## config.mk

```make
export PLATFORM = sky130hd
export DESIGN_NAME = ultrasonic_burst_detector
export DESIGN_NICKNAME = d
export VERILOG_FILES = /design/src/rtl/ubd_pkg.sv /design/src/rtl/ubd_div.sv /design/src/rtl/ultrasonic_burst_detector.sv
export SDC_FILE = /design/constraint.sdc
export NUM_CORES = 1
export LEC_CHECK = 0
export ABC_AREA = 1
export BUFFER_PORTS_ARGS = -buffer_cell sky130_fd_sc_hd__buf_2
export CORE_ASPECT_RATIO = 1.2
export CORE_MARGIN = 2
export CORE_UTILIZATION = 28
export CTS_CLUSTER_SIZE = 16
export DETAILED_ROUTE_END_ITERATION = 7
export PLACE_DENSITY = 0.46
export SYNTH_ARGS = -nofsm -noshare
export SYNTH_HDL_FRONTEND = slang
export SYNTH_SLANG_ARGS = --single-unit
```

## constraint.sdc

```tcl
create_clock -name i_clk -period 10.6 [get_ports i_clk]
set_input_delay 1.59 -clock i_clk [delete_from_list [all_inputs] [get_ports i_clk]]
set_output_delay 1.59 -clock i_clk [all_outputs]
set_load 0.02 [all_outputs]
```

## src/rtl/ubd_pkg.sv

```systemverilog
`default_nettype none

package ubd_pkg;

    // Sample width of the ADC; every sample-wide signal follows from it.
    localparam int SAMPLE_BITS = 12;

    localparam int BASE_W  = 12;
    localparam int DEV_W   = (SAMPLE_BITS > BASE_W) ? SAMPLE_BITS : BASE_W;
    localparam int PEAK_W  = 12;
    localparam int CNT_W   = 16;
    localparam int TIME_W  = 32;
    localparam int PCT_W   = 7;
    localparam int DIV_W   = 32;
    localparam int CFG_IDX_W  = 3;
    localparam int CFG_DATA_W = 16;

    localparam logic [PEAK_W-1:0] PEAK_MAX = {PEAK_W{1'b1}};
    localparam logic [CNT_W-1:0]  CNT_MAX  = {CNT_W{1'b1}};

    localparam logic [PCT_W-1:0] PCT_MIN  = 7'd10;
    localparam logic [PCT_W-1:0] PCT_FULL = 7'd100;
    localparam logic [6:0]  PCT_SPAN  = 7'd90;
    localparam logic [12:0] FREQ_SCALE = 13'd5000;

    localparam logic [BASE_W-1:0] RST_BASELINE = 12'd2048;
    localparam logic [BASE_W-1:0] RST_THRESH   = 12'd120;
    localparam logic [15:0]       RST_MIN_US   = 16'd500;
    localparam logic [15:0]       RST_MAX_US   = 16'd5000;
    localparam logic [BASE_W-1:0] RST_FULL     = 12'd800;

    typedef enum logic [CFG_IDX_W-1:0] {
        CFG_BASELINE = 3'd0,
        CFG_THRESH   = 3'd1,
        CFG_MIN_US   = 3'd2,
        CFG_MAX_US   = 3'd3,
        CFG_FULL     = 3'd4
    } t_cfg_idx;

    typedef enum logic [1:0] {
        ST_OK    = 2'd0,
        ST_SHORT = 2'd1,
        ST_LONG  = 2'd2
    } t_status;

    typedef enum logic [2:0] {
        S_IDLE,
        S_EVAL,
        S_STR,
        S_STR_WAIT,
        S_FRQ,
        S_FRQ_WAIT,
        S_OUT
    } t_state;

endpackage

`default_nettype wire

```

## src/rtl/ubd_div.sv

```systemverilog
`default_nettype none

// Restoring divider, one quotient bit per cycle.
module ubd_div
    import ubd_pkg::*;
(
    input  wire logic             i_clk,
    input  wire logic             i_rst_n,
    input  wire logic             i_start,
    input  wire logic [DIV_W-1:0] i_dividend,
    input  wire logic [DIV_W-1:0] i_divisor,
    output logic                  o_busy,
    output logic                  o_done,
    output logic [DIV_W-1:0]      o_quotient
);

    localparam int CNT_BITS = $clog2(DIV_W);

    logic [DIV_W-1:0]    r_q;
    logic [DIV_W-1:0]    r_rem;
    logic [DIV_W-1:0]    r_div;
    logic [CNT_BITS-1:0] r_cnt;
    logic                r_busy;
    logic                r_done;

    logic [DIV_W:0] rem_sh;
    logic           ge;
    logic [DIV_W:0] rem_sub;

    assign rem_sh  = {r_rem, r_q[DIV_W-1]};
    assign ge      = rem_sh >= {1'b0, r_div};
    assign rem_sub = rem_sh - {1'b0, r_div};

    always_ff @(posedge i_clk) begin
        if (!i_rst_n) begin
            r_busy <= 1'b0;
            r_done <= 1'b0;
            r_cnt  <= '0;
        end else begin
            r_done <= 1'b0;
            if (i_start) begin
                r_busy <= 1'b1;
                r_cnt  <= '0;
            end else if (r_busy) begin
                r_cnt <= r_cnt + 1'b1;
                if (r_cnt == CNT_BITS'(DIV_W - 1)) begin
                    r_busy <= 1'b0;
                    r_done <= 1'b1;
                end
            end
        end
    end

    always_ff @(posedge i_clk) begin
        if (i_start) begin
            r_q   <= i_dividend;
            r_div <= i_divisor;
            r_rem <= '0;
        end else if (r_busy) begin
            r_q   <= {r_q[DIV_W-2:0], ge};
            r_rem <= ge ? rem_sub[DIV_W-1:0] : rem_sh[DIV_W-1:0];
        end
    end

    assign o_busy     = r_busy;
    assign o_done     = r_done;
    assign o_quotient = r_q;

endmodule

`default_nettype wire

```

## src/rtl/ultrasonic_burst_detector.sv

```systemverilog
`default_nettype none

// Ultrasonic burst detector with a zero-crossing frequency estimate.
// Input channel: i_in_valid / o_in_stall carry one ADC sample and its
// microsecond timestamp per transfer. Output channel: o_out_valid /
// i_out_stall carry one burst report per transfer. The configuration
// channel (i_cfg_valid / o_cfg_ready) is always ready; indexes beyond the
// register list are ignored. Write it only while no burst report is pending.
// A sample that causes no report holds o_in_stall high only while it is evaluated.
// A rejected burst (too short or too long) passes from S_EVAL through S_STR
// to S_OUT, where it is loaded into the output register. An accepted burst runs
// up to two divisions on the shared divider, strength and then frequency;
// the strength needs none when it is set to its lowest or full value, and the
// frequency needs none when the duration is zero.
// The report sits in an output register, so a stalled receiver does not hold
// up sample processing until a second report is ready to be loaded.
// Synchronous reset restores the register defaults, leaves the detector
// idle and empties the output register.
module ultrasonic_burst_detector
    import ubd_pkg::*;
(
    input  wire logic                   i_clk,
    input  wire logic                   i_rst_n,
    input  wire logic                   i_in_valid,
    output logic                        o_in_stall,
    input  wire logic [SAMPLE_BITS-1:0] i_sample,
    input  wire logic [TIME_W-1:0]      i_time_us,
    output logic                        o_out_valid,
    input  wire logic                   i_out_stall,
    output logic [1:0]                  o_status,
    output logic [CNT_W-1:0]            o_duration_us,
    output logic [CNT_W-1:0]            o_crossing_count,
    output logic [PEAK_W-1:0]           o_peak_deviation,
    output logic [PCT_W-1:0]            o_strength_pct,
    output logic [CNT_W-1:0]            o_freq_tenths_khz,
    input  wire logic                   i_cfg_valid,
    output logic                        o_cfg_ready,
    input  wire logic [CFG_IDX_W-1:0]   i_cfg_index,
    input  wire logic [CFG_DATA_W-1:0]  i_cfg_data
);

    // Configuration registers
    logic [BASE_W-1:0] r_baseline;
    logic [BASE_W-1:0] r_thresh;
    logic [15:0]       r_min_us;
    logic [15:0]       r_max_us;
    logic [BASE_W-1:0] r_full;

    t_state r_state, n_state;

    logic [SAMPLE_BITS-1:0] r_sample, n_sample;
    logic [TIME_W-1:0]      r_time, n_time;

    logic              r_in_burst, n_in_burst;
    logic [TIME_W-1:0] r_start, n_start;
    logic [PEAK_W-1:0] r_peak, n_peak;
    logic [CNT_W-1:0]  r_cross, n_cross;
    logic              r_last, n_last;

    logic [TIME_W-1:0] r_elapsed, n_elapsed;
    t_status           r_status, n_status;
    logic [PCT_W-1:0]  r_str, n_str;
    logic [CNT_W-1:0]  r_freq, n_freq;

    logic              r_o_valid, n_o_valid;
    t_status           r_o_status, n_o_status;
    logic [CNT_W-1:0]  r_o_dur, n_o_dur;
    logic [CNT_W-1:0]  r_o_cross, n_o_cross;
    logic [PEAK_W-1:0] r_o_peak, n_o_peak;
    logic [PCT_W-1:0]  r_o_str, n_o_str;
    logic [CNT_W-1:0]  r_o_freq, n_o_freq;

    logic             div_start;
    logic [DIV_W-1:0] div_num;
    logic [DIV_W-1:0] div_den;
    logic             div_busy;
    logic             div_done;
    logic [DIV_W-1:0] div_q;

    logic [DEV_W-1:0]  sample_ext;
    logic [DEV_W-1:0]  base_ext;
    logic [DEV_W-1:0]  dev;
    logic [PEAK_W-1:0] dev_sat;
    logic              above;
    logic              ended;
    logic [TIME_W-1:0] elapsed;
    logic [18:0]       str_num;
    logic [28:0]       frq_num;

    assign sample_ext = DEV_W'(r_sample);
    assign base_ext   = DEV_W'(r_baseline);
    assign above      = sample_ext > base_ext;
    assign dev        = above ? (sample_ext - base_ext) : (base_ext - sample_ext);
    assign dev_sat    = (dev > DEV_W'(PEAK_MAX)) ? PEAK_MAX : dev[PEAK_W-1:0];
    assign ended      = dev < DEV_W'(r_thresh >> 1);
    assign elapsed    = r_time - r_start;
    assign str_num    = 19'(r_peak - r_thresh) * 19'(PCT_SPAN);
    assign frq_num    = 29'(r_cross) * 29'(FREQ_SCALE);

    ubd_div u_div (
        .i_clk      (i_clk),
        .i_rst_n    (i_rst_n),
        .i_start    (div_start),
        .i_dividend (div_num),
        .i_divisor  (div_den),
        .o_busy     (div_busy),
        .o_done     (div_done),
        .o_quotient (div_q)
    );

    always_ff @(posedge i_clk) begin
        if (!i_rst_n) begin
            r_baseline <= RST_BASELINE;
            r_thresh   <= RST_THRESH;
            r_min_us   <= RST_MIN_US;
            r_max_us   <= RST_MAX_US;
            r_full     <= RST_FULL;
        end else if (i_cfg_valid) begin
            case (t_cfg_idx'(i_cfg_index))
                CFG_BASELINE: r_baseline <= i_cfg_data[BASE_W-1:0];
                CFG_THRESH:   r_thresh   <= i_cfg_data[BASE_W-1:0];
                CFG_MIN_US:   r_min_us   <= i_cfg_data;
                CFG_MAX_US:   r_max_us   <= i_cfg_data;
                CFG_FULL:     r_full     <= i_cfg_data[BASE_W-1:0];
                default: ;
            endcase
        end
    end

    always_ff @(posedge i_clk) begin
        if (!i_rst_n) begin
            r_state    <= S_IDLE;
            r_in_burst <= 1'b0;
            r_start    <= '0;
            r_peak     <= '0;
            r_cross    <= '0;
            r_last     <= 1'b0;
            r_o_valid  <= 1'b0;
        end else begin
            r_state    <= n_state;
            r_in_burst <= n_in_burst;
            r_start    <= n_start;
            r_peak     <= n_peak;
            r_cross    <= n_cross;
            r_last     <= n_last;
            r_o_valid  <= n_o_valid;
        end
    end

    always_ff @(posedge i_clk) begin
        r_sample   <= n_sample;
        r_time     <= n_time;
        r_elapsed  <= n_elapsed;
        r_status   <= n_status;
        r_str      <= n_str;
        r_freq     <= n_freq;
        r_o_status <= n_o_status;
        r_o_dur    <= n_o_dur;
        r_o_cross  <= n_o_cross;
        r_o_peak   <= n_o_peak;
        r_o_str    <= n_o_str;
        r_o_freq   <= n_o_freq;
    end

    always_comb begin
        n_state    = r_state;
        n_sample   = r_sample;
        n_time     = r_time;
        n_in_burst = r_in_burst;
        n_start    = r_start;
        n_peak     = r_peak;
        n_cross    = r_cross;
        n_last     = r_last;
        n_elapsed  = r_elapsed;
        n_status   = r_status;
        n_str      = r_str;
        n_freq     = r_freq;
        // A waiting report leaves the output register when it is taken.
        n_o_valid  = r_o_valid & i_out_stall;
        n_o_status = r_o_status;
        n_o_dur    = r_o_dur;
        n_o_cross  = r_o_cross;
        n_o_peak   = r_o_peak;
        n_o_str    = r_o_str;
        n_o_freq   = r_o_freq;
        div_start  = 1'b0;
        div_num    = DIV_W'(str_num);
        div_den    = DIV_W'(r_full - r_thresh);

        case (r_state)
            S_IDLE: begin
                if (i_in_valid) begin
                    n_sample = i_sample;
                    n_time   = i_time_us;
                    n_state  = S_EVAL;
                end
            end
            S_EVAL: begin
                n_state = S_IDLE;
                if (!r_in_burst) begin
                    if (dev >= DEV_W'(r_thresh)) begin
                        n_in_burst = 1'b1;
                        n_start    = r_time;
                        n_peak     = dev_sat;
                        n_cross    = '0;
                        n_last     = above;
                    end
                end else begin
                    if (above != r_last && r_cross != CNT_MAX) begin
                        n_cross = r_cross + 1'b1;
                    end
                    n_last = above;
                    if (dev_sat > r_peak) begin
                        n_peak = dev_sat;
                    end
                    n_elapsed = elapsed;
                    if (ended || elapsed > TIME_W'(r_max_us)) begin
                        n_in_burst = 1'b0;
                        if (elapsed > TIME_W'(r_max_us)) begin
                            n_status = ST_LONG;
                        end else if (elapsed < TIME_W'(r_min_us)) begin
                            n_status = ST_SHORT;
                        end else begin
                            n_status = ST_OK;
                        end
                        n_state = S_STR;
                    end
                end
            end
            S_STR: begin
                if (r_status != ST_OK) begin
                    n_str   = '0;
                    n_freq  = '0;
                    n_state = S_OUT;
                end else if (r_full <= r_thresh) begin
                    n_str   = PCT_FULL;
                    n_state = S_FRQ;
                end else if (r_peak <= r_thresh) begin
                    n_str   = PCT_MIN;
                    n_state = S_FRQ;
                end else begin
                    div_start = 1'b1;
                    n_state   = S_STR_WAIT;
                end
            end
            S_STR_WAIT: begin
                if (div_done) begin
                    if (div_q > DIV_W'(PCT_SPAN)) begin
                        n_str = PCT_FULL;
                    end else begin
                        n_str = div_q[PCT_W-1:0] + PCT_MIN;
                    end
                    n_state = S_FRQ;
                end
            end
            S_FRQ: begin
                if (r_elapsed == '0) begin
                    n_freq  = '0;
                    n_state = S_OUT;
                end else begin
                    div_start = 1'b1;
                    div_num   = DIV_W'(frq_num);
                    div_den   = r_elapsed;
                    n_state   = S_FRQ_WAIT;
                end
            end
            S_FRQ_WAIT: begin
                if (div_done) begin
                    n_freq  = (div_q > DIV_W'(CNT_MAX)) ? CNT_MAX : div_q[CNT_W-1:0];
                    n_state = S_OUT;
                end
            end
            S_OUT: begin
                if (!n_o_valid) begin
                    n_o_valid  = 1'b1;
                    n_o_status = r_status;
                    n_o_dur    = (r_elapsed > TIME_W'(CNT_MAX)) ? CNT_MAX
                                                                : r_elapsed[CNT_W-1:0];
                    n_o_cross  = r_cross;
                    n_o_peak   = r_peak;
                    n_o_str    = r_str;
                    n_o_freq   = r_freq;
                    n_state    = S_IDLE;
                end
            end
            default: begin
                n_state = S_IDLE;
            end
        endcase
    end

    assign o_in_stall        = (r_state != S_IDLE);
    assign o_out_valid       = r_o_valid;
    assign o_status          = r_o_status;
    assign o_duration_us     = r_o_dur;
    assign o_crossing_count  = r_o_cross;
    assign o_peak_deviation  = r_o_peak;
    assign o_strength_pct    = r_o_str;
    assign o_freq_tenths_khz = r_o_freq;
    assign o_cfg_ready       = 1'b1;

    a_reject_zero: assert property (@(posedge i_clk) disable iff (!i_rst_n)
        o_out_valid && o_status != ST_OK |-> o_strength_pct == '0 && o_freq_tenths_khz == '0)
        else $error("rejected burst carries strength or frequency");

    a_ok_range: assert property (@(posedge i_clk) disable iff (!i_rst_n)
        o_out_valid && o_status == ST_OK |->
            o_strength_pct >= PCT_MIN && o_strength_pct <= PCT_FULL &&
            o_duration_us >= r_min_us && o_duration_us <= r_max_us)
        else $error("valid burst report out of range");

    a_div_stalls: assert property (@(posedge i_clk) disable iff (!i_rst_n)
        div_busy |-> o_in_stall)
        else $error("sample accepted while divider busy");

    a_start_idle: assert property (@(posedge i_clk) disable iff (!i_rst_n)
        div_start |-> !div_busy)
        else $error("divider restarted while busy");

endmodule

`default_nettype wire

```

==> results.md, run 1 <==
- Worst endpoint data arrival time: between 5 and 6 ns
- Async SR Flop Fraction: 0%
- Synth top area share: 25.4%
- Post-DP HPWL: 60800 um
- Final antenna-violating net count: 0
- Worst Skew: 0.0588 ns
- Global-route wire length before repair: 123000 um
- DR WL met3: 2350 um
- I/O pin count: 140
- Peak VDD IR: about 0.33 mV
- Uppermost layer routed: met4
- Maximum clock rate: 185 MHz
- Drt first pass iters: 5
- Unrepaired setup endpoints after global routing: false
- Num Clock Sinks: 407
- Sequential cell fraction of total power: 24.0%
- Synthesized cell area: roughly 28000 sq um
- Syn Nets: 3828
- Chip height: 348 um
- LEAKAGE: approximately 15 nW
- Slew Viols, Final: 0
- Setup violations, final: 0
- Largest net degree at the start of global routing: 74
- Final worst setup slack: a little over 5 ns
- Status: finished, final reports clean
- Clock share of power: 22.0%
- Total power: 8.07 mW
- Final min period: 5.40 ns
- Starting density of the core: 28.2%
- Seq/Total Area, Yosys: between 30% and 40%
- Layout Cells excl Fill: slightly below 5000
- CP Launch Type: register
- Worst path required time: 11.13 ns
- Sw frac: between 40% and 50%
- Synth unique cells: between 50 and 60
- Layout cells sized above 1: 8.14%
- Clk slew on worst S/H paths: 0.06 ns
- Setup Fix Bufs, Post-CTS: 0
- Final hold slack: 0.421 ns
- Commonest non-fill, non-tap cell in the layout: inv_1
- Metal-1 WL: 36600 um
- Clock buffer depth: 3
- Crit-path max FO: just over 60
- Number of enable flip-flop cells after synthesis: roughly 230
- Number of global-route vias before repair: 21947
- Area contributors post-synth: edfxtp_1 25%, ha_1 13%, dfxtp_1 13%
- Cell taking the most area after synthesis: edfxtp_1
- Synth Instances: 3405
- Placer Congestion: 0.867
- Antenna Cells: 0
- CP Class: register to register
- Antenna violations before repair: 0
- Routed WL: 78000 um
- Met2 wire length: 37700 um
- Psw: 3.57 mW
- Most frequent cells in the layout: 672 x inv_1, 631 x nand2_1, 297 x ha_1, 267 x a21oi_1, 260 x o21ai_0
- Hold WC Path Type: register to register
- Power density over cell area: 257 nW/um^2
- Flops & latches, synth: 407
- Die span in x: 291 um
- Pre-CTS setup slack: 5.11 ns
- Slowest-stage cell, CP: nor2_1
- Cells after DPL: 4763
- Row count: 126
- # hold bufs at CTS: 0
- Setup TNS: 0 ns
- Total GRT Usage: 15.3%
- Die Area: 101000 sq um
- H-tree levels: 2
- Primary FF master, synth: edfxtp_1
- # DRC: 0
- CTS buffer count: 49
- Area Growth Syn to Fin: 13.7%
- Combinational cell fraction of total power: 53.9%
- Number of vias per cell: ~4.5
- CTS tree: built
- Worst-margin pin slew: 1.16 ns
- GRT overflow: 0
- FF-to-FF path depth: 32
- Core ar.: 98100 sq um
- Final nets: 3957
- CP most frequent cell: nand2_1
- Hold Path Cell Cnt: 0
- Placed instance area: roughly 30000 sq um
- Final instance area: 31400 sq um
- CP peak stage delay: 0.52 ns
- Post-Syn Area per Cell: 8.11 sq um
- Internal: roughly 4.5 mW
- Port bufs: 138
- CTS root buffer: clkbuf_16
- Fin util: 32.0%
- Crit end category: register
- Via count: 21922
- Per-cell routed wire length: 16.1 um
- Max-cap violations: 0
- Yosys warns: 0
- Worst skew pair latency: 0.66 ns
- Fin crit share: 51.0%
- Detailed Route Iter0 Violations: 932
- CTS resizes: 0
- Final Hold Vio Count: 0
- Slew margin rel.: 22.3%
[cells by family after synthesis]
logic type | after synthesis | synth area share [%]
flops | 407 | 38.0
simple gates | 1120 | 17.1
buf+inv | 753 | 10.6
mux | 1 | 0.0363
fa+ha+maj | 355 | 17.7
compound gates | 660 | 13.2
other cells | 1 | 0.0136
xor+xnor | 108 | 3.45
[final timing paths]
check	from	to	slack (ns)
max	r_sample[0]$_DFFE_PP_	r_cross[5]$_SDFFE_PN0P_	5.20
min	r_freq[14]$_SDFFCE_PP0P_	o_freq_tenths_khz[14]$_DFFE_PP_	0.42
max reg2reg	r_sample[0]$_DFFE_PP_	r_cross[5]$_SDFFE_PN0P_	5.20
min reg2reg	r_freq[14]$_SDFFCE_PP0P_	o_freq_tenths_khz[14]$_DFFE_PP_	0.42
[power by group through the flow]
stage | Combinational, mW | Sequential (mW) | Clock [mW]
finish | 4.35 | 1.94 | 1.78
global route | 5.08 | 1.96 | 1.90
CTS | 4.37 | 1.94 | 1.84
detailed placement | 4.34 | 1.98 | 0
global placement | 4.36 | 1.97 | 0
floorplan | 3.37 | 1.94 | 0
[critical path: cells and delay by family, from the launching register on]
family          cells  cell delay [ns]
fa+ha+maj           3             0.80
xor+xnor            1             0.24
buf+inv             8             1.27
compound gates      7             0.94
flops               1             0.43
simple gates       13             1.61
[per-layer routing]
metal | vias up | GRT usage, %
met5 | - | 0
met4 | 0 | 3.27
met3 | 89 | 1.78
met2 | 312 | 27.0
met1 | 10126 | 20.1
li1 | 11395 | -
[sequential cells by signal, indices dropped and copies added (netlist names), 32 cells and up]
name,count
u_div.r_rem,32
u_div.r_div,32
r_time,32
r_elapsed,32
r_start,32
u_div.o_quotient,32
[cell usage after synthesis (all sizes together), types with 49 or more instances]
cell    instances
fa             58
edfxtp        234
dfxtp         173
nand3         139
a21oi         274
inv           678
o21ai         276
xor2           80
ha            297
nand2         646
clkbuf         49
nor2          229
[final cells by class]
cell class / instances / area (sq um)
Clock inverter: 25 / 325
Timing Repair Buffer: 151 / 791
Tap cell: 1280 / 1600
Inverter: 680 / 2550
Sequential cell: 407 / 10500
Multi-Input combinational cell: 2245 / 14200
Fill cell: 10589 / 66700
Clock buffer: 67 / 1400
No activity file was read; power rests on OpenSTA's default activity.
==> inputs of run 2 (changes only) <==
ABC_AREA = 0   (was 1)
clock period = 5.4 ns   (was 10.6 ns; I/O delays follow)
==> results.md, run 2 <==
- Synthesized cell area: 26200 sq um (was 27600 sq um)
- Port bufs: 138 (unchanged)
- Seq/Total Area, Yosys: 40.0% (was 38.0%)
- Synth top area share: 26.8% (was 25.4%)
- Core ar.: 93300 sq um (was 98100 sq um)
- Commonest cells post-synth: 357 x inv_1, 297 x ha_1, 234 x edfxtp_1 (was 672 x inv_1, 633 x nand2_1, 297 x ha_1)
- Via count: 19532 (was 21922)
- Placer Congestion: 0.803 (was 0.867)
- LEAKAGE: 13.1 nW (was 14.6 nW)
- Synth unique cells: 87 (was 56)
- Slew margin rel.: 23.5% (was 22.3%)
- Cell with the most instances after synthesis: inv_1 (unchanged)
- H-tree levels: 2 (unchanged)
- Per-cell routed wire length: 16.2 um (was 16.1 um)
- Antenna violations before repair: 3 (was 0)
- Yosys warns: 0 (unchanged)
- Final antenna-violating net count: 0 (unchanged)
- Psw: 6.23 mW (was 3.57 mW)
- Worst skew pair latency: 0.62 ns (was 0.66 ns)
- Final nets: 3380 (was 3957)
- CTS buffer count: 49 (unchanged)
- I/O pin count: 140 (unchanged)
- Number of global-route vias before repair: 19531 (was 21947)
- Primary FF master, synth: edfxtp_1 (unchanged)
- Fin crit share: 95.8% (was 51.0%)
- Worst path required time: 5.85 ns (was 11.13 ns)
- Detailed Route Iter0 Violations: 875 (was 932)
- Mux cell area share after synthesis: 2.08% (was 0.0363%)
- Clk slew on worst S/H paths: 0.06 ns (about the same)
- Routed WL: 68800 um (was 78000 um)
- CTS root buffer: clkbuf_16 (unchanged)
- Row count: 123 (was 126)
- Internal: 9.77 mW (was 4.50 mW)
- Final Hold Vio Count: 0 (unchanged)
- Largest net degree at the start of global routing: 96 (was 74)
- Worst Skew: 0.0377 ns (was 0.0588 ns)
- # DRC: 0 (unchanged)
- Sw frac: 38.9% (was 44.2%)
- Commonest non-fill, non-tap cell in the layout: inv_1 (unchanged)
- Largest family of logic cells by synthesized area: adder cells (unchanged)
- Synth Area in Adders: 18.6% (was 17.7%)
- Syn Nets: 3183 (was 3828)
- Hold WC Path Type: input port to register (was register to register)
- Setup violations, final: 0 (unchanged)
- Area Growth Syn to Fin: 17.8% (was 13.7%)
- Post-DP HPWL: 52800 um (was 60800 um)
- Worst endpoint data arrival time: 5.63 ns (was 5.94 ns)
- Fillers: 9871 (was 10589)
- Die span in x: 283 um (was 291 um)
- Peak VDD IR: 0.798 mV (was 0.333 mV)
- Cells after DPL: 4148 (was 4763)
- Synth Instances: 2760 (was 3405)
- Fin util: 33.1% (was 32.0%)
- Synth Area in Compound Gates: 15.7% (was 13.2%)
- CP Launch Type: register (unchanged)
- Number of enable flip-flop cells after synthesis: 234 (unchanged)
- Die Area: 96200 sq um (was 101000 sq um)
- Layout Cells excl Fill: 4248 (was 4855)
- Async SR Flop Fraction: 0% (unchanged)
- Number of vias per cell: 4.60 (was 4.52)
- Sequential cell fraction of total power: 23.7% (was 24.0%)
- CP Class: register to register (unchanged)
- Unrepaired setup endpoints after global routing: true (was false)
- Chip height: 339 um (was 348 um)
- Clock buffer depth: 3 (unchanged)
- Global-route wire length before repair: 110000 um (was 123000 um)
- Area contributors post-synth: edfxtp_1 27%, ha_1 14%, dfxtp_1 13% (was edfxtp_1 25%, ha_1 13%, dfxtp_1 13%)
- Post-synthesis xor/xnor area fraction: 4.71% (was 3.45%)
- Num Clock Sinks: 407 (unchanged)
- Max-cap violations: 0 (unchanged)
- Maximum clock rate: 193 MHz (was 185 MHz)
- Cell taking the most area after synthesis: edfxtp_1 (unchanged)
- Slew Viols, Final: 0 (unchanged)
- Post-Syn Area per Cell: 9.50 sq um (was 8.11 sq um)
- CTS tree: built (unchanged)
- Drt first pass iters: 5 (unchanged)
- Crit end category: register (unchanged)
- Crit-path max FO: 3 (was 62)
- Power density over cell area: 518 nW/um^2 (was 257 nW/um^2)
- Flops & latches, synth: 407 (unchanged)
- Layout cells sized above 1: 14.2% (was 8.14%)
- Starting density of the core: 28.1% (was 28.2%)
- Most frequent cells in the layout: 355 x inv_1, 289 x ha_1, 234 x edfxtp_1, 233 x nand2_1, 221 x a21oi_1 (was 672 x inv_1, 631 x nand2_1, 297 x ha_1, 267 x a21oi_1, 260 x o21ai_0)
- Worst-margin pin slew: 1.15 ns (was 1.16 ns)
- Synth Area in Simple Gates: 12.3% (was 17.1%)
- Clock share of power: 21.2% (was 22.0%)
- Total GRT Usage: 14.3% (was 15.3%)
- Status: finished, final reports clean (unchanged)
- Combinational cell fraction of total power: 55.0% (was 53.9%)
- Final min period: 5.17 ns (was 5.40 ns)
- GRT overflow: 0 (unchanged)
-- run 2: cell count changes in the layout (fill, tap and decap cells not counted), sizes merged, moves of 48 or more --
cell	before	now
o21ai	276	132
xnor2	28	98
nand3	139	47
buf	151	238
inv	680	359
nand2	646	233
mux2i	1	49
a21o	8	96
-- run 2: stage by stage --
stage	worst slack (ns)	hold slack, ns	power, mW	cell area (sq um)	TNS, ns
5_1_grt	-0.0807	0.325	17.4	30900	-0.423
3_3_place_gp	-0.165	0.407	11.4	28900	-0.462
4_1_cts	0.00575	0.315	15.1	30600	0
3_5_place_dp	-0.221	0.407	11.4	28900	-0.596
6_report	0.226	0.362	16.0	30900	0
2_1_floorplan	0.0720	0.400	9.43	26200	0
-- run 2: timing repair --
action / in CTS / in global routing
setup buffers: 1 / 7
cloned: 0 / 0
gates resized for setup: 10 / 54
hold buffers: 0 / 0
hold endpoints to repair: 0 / 0
pin swaps: 2 / 25
endpoints found under the setup margin: 5 / 43
-- run 2: cells by family after synthesis --
| kind of cell | after synthesis |
|---|---|
| compound gates | 655 |
| xor+xnor | 141 |
| fa+ha+maj | 355 |
| buf+inv | 450 |
| flops | 407 |
| mux | 54 |
| other cells | 1 |
| simple gates | 697 |
-- run 2: per-layer routing --
layer	GRT usage (%)	part of all wire [%]	up-vias
li1	-	-	9995
met1	19.1	47	9222
met2	24.2	47	241
met3	2.00	3.0	70
met4	3.51	2.1	4
met5	0	0.026	-
-- run 2: final timing paths --
| path | endpoint | startpoint | slack (ns) | depth (start not counted) |
|---|---|---|---|---|
| worst max-delay path | u_div.o_quotient[16]$_DFFE_PP_ | r_peak[0]$_SDFFE_PN0P_ | 0.23 | 26 |
| worst min-delay path | r_time[3]$_DFFE_PP_ | i_time_us[3] | 0.36 | 1 |
| worst max register to register | u_div.o_quotient[16]$_DFFE_PP_ | r_peak[0]$_SDFFE_PN0P_ | 0.23 | 26 |
| worst min register to register | o_freq_tenths_khz[1]$_DFFE_PP_ | r_freq[1]$_SDFFCE_PP0P_ | 0.41 | 0 |
-- run 2: critical path, cell delays in order (launching register included) --
cell and delay, ns:
dfxtp_1 0.31, inv_1 0.05, ha_2 0.16, inv_1 0.05
fa_2 0.34, a21o_1 0.18, a21oi_2 0.14, o21bai_1 0.10
a21oi_2 0.20, xnor2_2 0.14, ha_1 0.28, fa_1 0.54
inv_1 0.05, fa_1 0.49, inv_1 0.04, ha_1 0.31
a21oi_1 0.20, o21ai_0 0.10, a21o_1 0.21, a21oi_2 0.19
o21ai_2 0.11, o41ai_4 0.25, buf_4 0.16, buf_4 0.09
xnor2_1 0.10, nand2_1 0.07, a22oi_1 0.16
-- run 2: power by group through the flow --
stage | combinational (mW) | clock, mW | sequential [mW]
CTS | 7.82 | 3.53 | 3.80
global placement | 7.50 | 0 | 3.87
floorplan | 5.64 | 0 | 3.79
detailed placement | 7.51 | 0 | 3.87
finish | 8.80 | 3.40 | 3.80
global route | 9.93 | 3.64 | 3.84
-- run 2: final cells by class --
| type | instances | area, sq um | share of cell area (%) |
|---|---|---|---|
| Tap cell | 1250 | 1560 | 5.06 |
| Antenna cell | 1 | 2.50 | 0.00810 |
| Sequential cell | 407 | 10500 | 34.0 |
| Timing Repair Buffer | 238 | 1470 | 4.74 |
| Clock inverter | 33 | 325 | 1.05 |
| Inverter | 358 | 1350 | 4.36 |
| Multi-Input combinational cell | 1903 | 14400 | 46.5 |
| Clock buffer | 58 | 1330 | 4.31 |
